### config.mk
export PLATFORM = sky130hd
export DESIGN_NAME = skvt_mem
export DESIGN_NICKNAME = d
export VERILOG_FILES = /design/src/sv/skvt_pkg.sv /design/src/sv/skvt_mem.sv
export SDC_FILE = /design/constraint.sdc
export NUM_CORES = 2
export LEC_CHECK = 0
export BUFFER_PORTS_ARGS = -buffer_cell sky130_fd_sc_hd__buf_2
export CAP_MARGIN = 0
export CORE_MARGIN = 2
export CORE_UTILIZATION = 50
export CTS_BUF_LIST = sky130_fd_sc_hd__clkbuf_16
export DETAILED_ROUTE_END_ITERATION = 16
export PLACE_DENSITY_LB_ADDON = 0.12
export SYNTH_ARGS = -nofsm -noshare
export SYNTH_HDL_FRONTEND = slang
export SYNTH_SLANG_ARGS = --single-unit
### constraint.sdc
create_clock -name i_clk -period 6.9 [get_ports i_clk]
set_input_delay 0.345 -clock i_clk [delete_from_list [all_inputs] [get_ports i_clk]]
set_output_delay 0.345 -clock i_clk [all_outputs]
set_load 0.01 [all_outputs]
### src/sv/skvt_pkg.sv
package skvt_pkg;

    typedef enum logic [1:0] {
        OP_LOOKUP = 2'd0,
        OP_WRITE  = 2'd1,
        OP_DELETE = 2'd2,
        OP_SPARE  = 2'd3
    } t_op;

    typedef enum logic [1:0] {
        ST_OK       = 2'd0,
        ST_ABSENT   = 2'd1,
        ST_FULL     = 2'd2,
        ST_RESERVED = 2'd3
    } t_status;

    typedef enum logic [2:0] {
        S_IDLE,
        S_PROBE,
        S_CMP,
        S_DECIDE,
        S_SHIFT_RD,
        S_SHIFT_WR,
        S_FINAL,
        S_DONE
    } t_state;

    localparam int KEY_W = 32;
    localparam int VAL_W = 32;
    localparam int POS_W = 7;

endpackage

### src/sv/skvt_mem.sv
module skvt_mem #(
    parameter int ENTRIES = 64,
    parameter int AW      = 6
) (
    input  logic                       i_clk,
    input  logic                       i_we,
    input  logic [AW-1:0]              i_waddr,
    input  logic [skvt_pkg::KEY_W-1:0] i_wkey,
    input  logic [skvt_pkg::VAL_W-1:0] i_wval,
    input  logic [AW-1:0]              i_raddr,
    output logic [skvt_pkg::KEY_W-1:0] o_rkey,
    output logic [skvt_pkg::VAL_W-1:0] o_rval
);

    logic [skvt_pkg::KEY_W+skvt_pkg::VAL_W-1:0] r_mem [ENTRIES];
    logic [skvt_pkg::KEY_W+skvt_pkg::VAL_W-1:0] r_rd;

    always_ff @(posedge i_clk) begin
        if (i_we) begin
            r_mem[i_waddr] <= {i_wkey, i_wval};
        end
        r_rd <= r_mem[i_raddr];
    end

    assign o_rkey = r_rd[skvt_pkg::KEY_W+skvt_pkg::VAL_W-1:skvt_pkg::VAL_W];
    assign o_rval = r_rd[skvt_pkg::VAL_W-1:0];

endmodule

# Yosys cells after proc, flatten, opt, wreduce, memory -nomap -nowiden
# Memory sizes are Yosys's and may differ from the RTL's. A register that Yosys moved wholly into a read port is not among the register bits.
# Cells that the tools add are included.
# totals
out_inout_bits	64
mem_count	1
ramBits	4096
word_cells	3
register_bits	0
in_bits	78
# memory_table
name	depth	width	read_ports	rd_ports_with_merged_regs	write_ports	line	source
r_mem	64	64	1	1	1	skvt_mem.sv:15	logic [skvt_pkg::KEY_W+skvt_pkg::VAL_W-1:0] r_mem [ENTRIES];
# op_classes
mux	2
# ops
op	count
1-bit 2-to-1 mux	2

# Longest topological paths before layout
# depth
ltp_word	2
mapped_depth	9
ltp_nobuf	5

# Least setup slack after synthesis
# OpenSTA, ideal clock, no wires.
# synth_path
path_type	input port to flip-flop
from	in i_waddr[3]
to	mem r_mem[48][0] in the netlist's numbering, enable pin
setup_time_ps	564
path_buffers	1
required_time_ps	6336
stages	4
arrival_ps	5217
slack_ps	1119
path_cell_list	clkbuf_1 > nor2b_1 > nand4b_1 > nor3_1
# synth_rtl
element	line	source
start: declaration	skvt_mem.sv:7	input logic [AW-1:0] i_waddr,
end: declaration	skvt_mem.sv:15	
# No word-level cell before the write port.

==> results.md <==
- Status: finished clean
- Syn_nets: 6676
- Sum Neg Setup Slack: 0 ps
- Clock slew at reported path FFs: about 60 ps
- Ys flop type: edfxtp_1
- Final Cell Area: between 150000 and 200000 um^2
- Initial DRC count: 9521
- Syn Area/Cell: 23.7 um^2
- Flops & latches, synth: around 4.2k
- P_leak: 55.3 nW
- DP Worst Slack: 3000 ps
- Die W: approximately 560 um
- Post-synth EDFFs: between 4k and 5k
- Worst skew pair latency: 960 ps
- Post-synthesis instance total: about 6.6k
- Number of port buffers: between 100 and 150
- Cell Pwr Density: between 200 and 300 nW/um^2
- RR Endpoint: r_rd[59]
- Gp weighted congestion: roughly 0.78
- WP data arrival: roughly 3800 ps
- Worst slew pin tran: between 1000 and 1500 ps
- CTS sink cnt: about 4.2k
- # Post-CTS Setup Buffers: 0
- R2R Setup Slk: ~4700 ps
- Worst Hold Depth: 1
- Worst vdd ir: approximately 0.24 mV
- Nets: 7068
- Mapped Area: 156000 um^2
- Worst Hold End: r_mem[55][3]
- Hold Violations, Final: 0
- WL per Instance: between 30 and 40 um
- Max Root-Sink Buffers: 4
- Die Ht: around 560 um
- Aggregate routed wire length: 435000 um
- Initial antenna violation count: 26
- MaxCap Viol Count: 0
- Req. time, crit path: 7650 ps
- Post-route ant nets: 0
- Post-DR vias/cell: between 6 and 7
- CP Launch Type: input port
- Hold_sp: i_wval[3]
- Critical path's slowest cell: nor2b_4
- Hold Crit Class: in -> reg
- H-tree depth: 5
- Delay of the slowest cell on the worst path: 830 ps
- Synth Warn #: 0
- Total CTS buffers: 421
- CTS tree: built
- I/O pins: 142
- Vias in the first global route: around 75k
- DRT Pass-1 Iters: 5
- Area growth, synth to finish: 12.7%
- Number of core rows: just over 200
- GRT Resource Usage Total: a little over a quarter
- GRT overflow: 0
- Worst reg2reg path depth: 5
- Relative slew slack: between 10% and 20%
- Maximum fanout along the worst path: 57
- Slew Viols, Final: 0
- Layout cells sized above 1: roughly 28%
- Hold_buf cts: 0
- Clock skew: 53.7 ps
- Post-CTS Resized: 0
- Initial core utilization: between 50% and 60%
- Final Util: 56.6%
- Cell mode on critical path: buf_12
- Final period utilization: between 40 and 50%
- Critical path class: in -> reg
- Minimum clock period: 3080 ps
- Die area: ~320000 um^2
- CP cell instances: buf_2 > nor2b_4 > buf_12 > buf_12 > a22oi_1 > and3_1 > a211oi_1
- RSZ-0062 raised after global routing: false
- R2R Path Start: r_mem[44][59]
- Final setup viols: 0
- Clock Tree Root: clkbuf_16
- Core area: a little over 300000 um^2
- Register area share after synthesis: between 70% and 80%
- Post-DP HPWL: 222000 um
- Setup ws final: 3820 ps
- Vias: around 75k
- Share of synthesized registers carrying an async set or reset: 0%
- Placed cell areas: between 150000 and 200000 um^2
- Count of cell types in the netlist: 33
- Largest net degree at the start of global routing: 110
- First-pass GRT wire length: 603000 um
- # DRC: 0
- Max Clock Freq: 325 MHz
- Setup crit end kind: flop
-- power by group --
group	leakage, nW	total, W	switching [W]	internal (W)
clock	6.92	0.0218	0.00962	0.0121
combinational	10.9	0.00235	0.00148	0.000862
sequential	37.4	0.0281	0.000131	0.0280
total	55.3	0.0522	0.0112	0.0410
-- flip-flops by register name, indices dropped and copies added, names as in the netlist --
name,count
r_mem,4096
r_rd,64
-- critical path, delay by kind of cell --
kind / cells / cell delay, ps
AOI/OAI and AO/OA: 2 / 890
and+or+nand+nor: 2 / 1040
buffers and inverters: 3 / 1300
-- synth_stat cells (34+ instances only) --
| cell type | instances | area share, % |
|---|---|---|
| a211oi_1 | 63 | 0.30 |
| a22o_1 | 88 | 0.49 |
| a22oi_1 | 168 | 0.81 |
| and3_1 | 64 | 0.26 |
| buf_2 | 170 | 0.54 |
| buf_4 | 34 | 0.16 |
| clkbuf_1 | 140 | 0.34 |
| dfxtp_1 | 64 | 0.82 |
| edfxtp_1 | 4096 | 79 |
| mux2i_1 | 135 | 0.86 |
| mux4_2 | 1024 | 15 |
| nand2_1 | 58 | 0.14 |
| nand3_1 | 45 | 0.14 |
| nor2_1 | 112 | 0.27 |
| o221ai_1 | 38 | 0.21 |
| o22ai_1 | 83 | 0.33 |
-- metrics by stage --
step,hold slack [ps],cells,power [W]
finish,99.2,11500,0.0522
global route,106,11500,0.0537
CTS,34.3,11500,0.0526
detailed placement,747,10700,0.0310
global placement,743,10700,0.0310
floorplan,444,6598,0.0299
-- cells by family after synthesis --
logic type      share of synthesized area, %
simple gates                            1.24
buf+inv                                 1.18
flops                                   79.5
compound gates                          2.48
mux                                     15.6
-- metal layers --
layer	vias up	share of wire, %	track usage (%)
met5	-	0.013	0
met4	10	2.9	7.42
met3	588	7.1	4.04
met2	3281	49	44.5
met1	41800	41	39.5
li1	29300	-	-
-- cell type report --
| type | instances | area, um^2 |
|---|---|---|
| fillers | 22800 | 135000 |
| flip-flops and latches | 4160 | 124000 |
| multi-input cells | 2049 | 30800 |
| clock buffers | 424 | 10600 |
| well taps | 4140 | 5180 |
| repair buffers | 339 | 2720 |
| clock inverters | 360 | 2580 |
| inverters | 19 | 71.3 |
| diodes | 11 | 27.5 |
-- worst max path at each step --
stage / start / endpoint / cells after the start
after floorplan: i_waddr[3] / r_mem[48][0] / 4
after global placement: i_raddr[3] / r_rd[51] / 7
after detailed placement: i_raddr[3] / r_rd[51] / 7
after CTS: i_raddr[3] / r_rd[51] / 7
after global routing: i_raddr[3] / r_rd[51] / 7
final: i_raddr[3] / r_rd[51] / 7
-- layout by cell type, fill, tap and decap left out, types with 28 or more instances in the layout --
master | Yosys | routed
nand3_1 | 45 | 45
inv_1 | 19 | 141
a211oi_1 | 63 | 63
o22ai_1 | 83 | 83
a22o_1 | 88 | 88
mux4_2 | 1024 | 1024
o221ai_1 | 38 | 38
clkinv_2 | 0 | 70
clkinv_1 | 0 | 109
nor2_4 | 0 | 65
buf_2 | 170 | 138
nor2_1 | 112 | 47
nand2_1 | 58 | 54
or3_1 | 29 | 29
or2_2 | 28 | 28
a22oi_1 | 168 | 168
edfxtp_1 | 4096 | 4096
and3_1 | 64 | 64
clkbuf_16 | 0 | 424
mux2i_1 | 135 | 135
buf_12 | 0 | 40
buf_4 | 34 | 159
dfxtp_1 | 64 | 64
(Power assumes the default switching activity.)
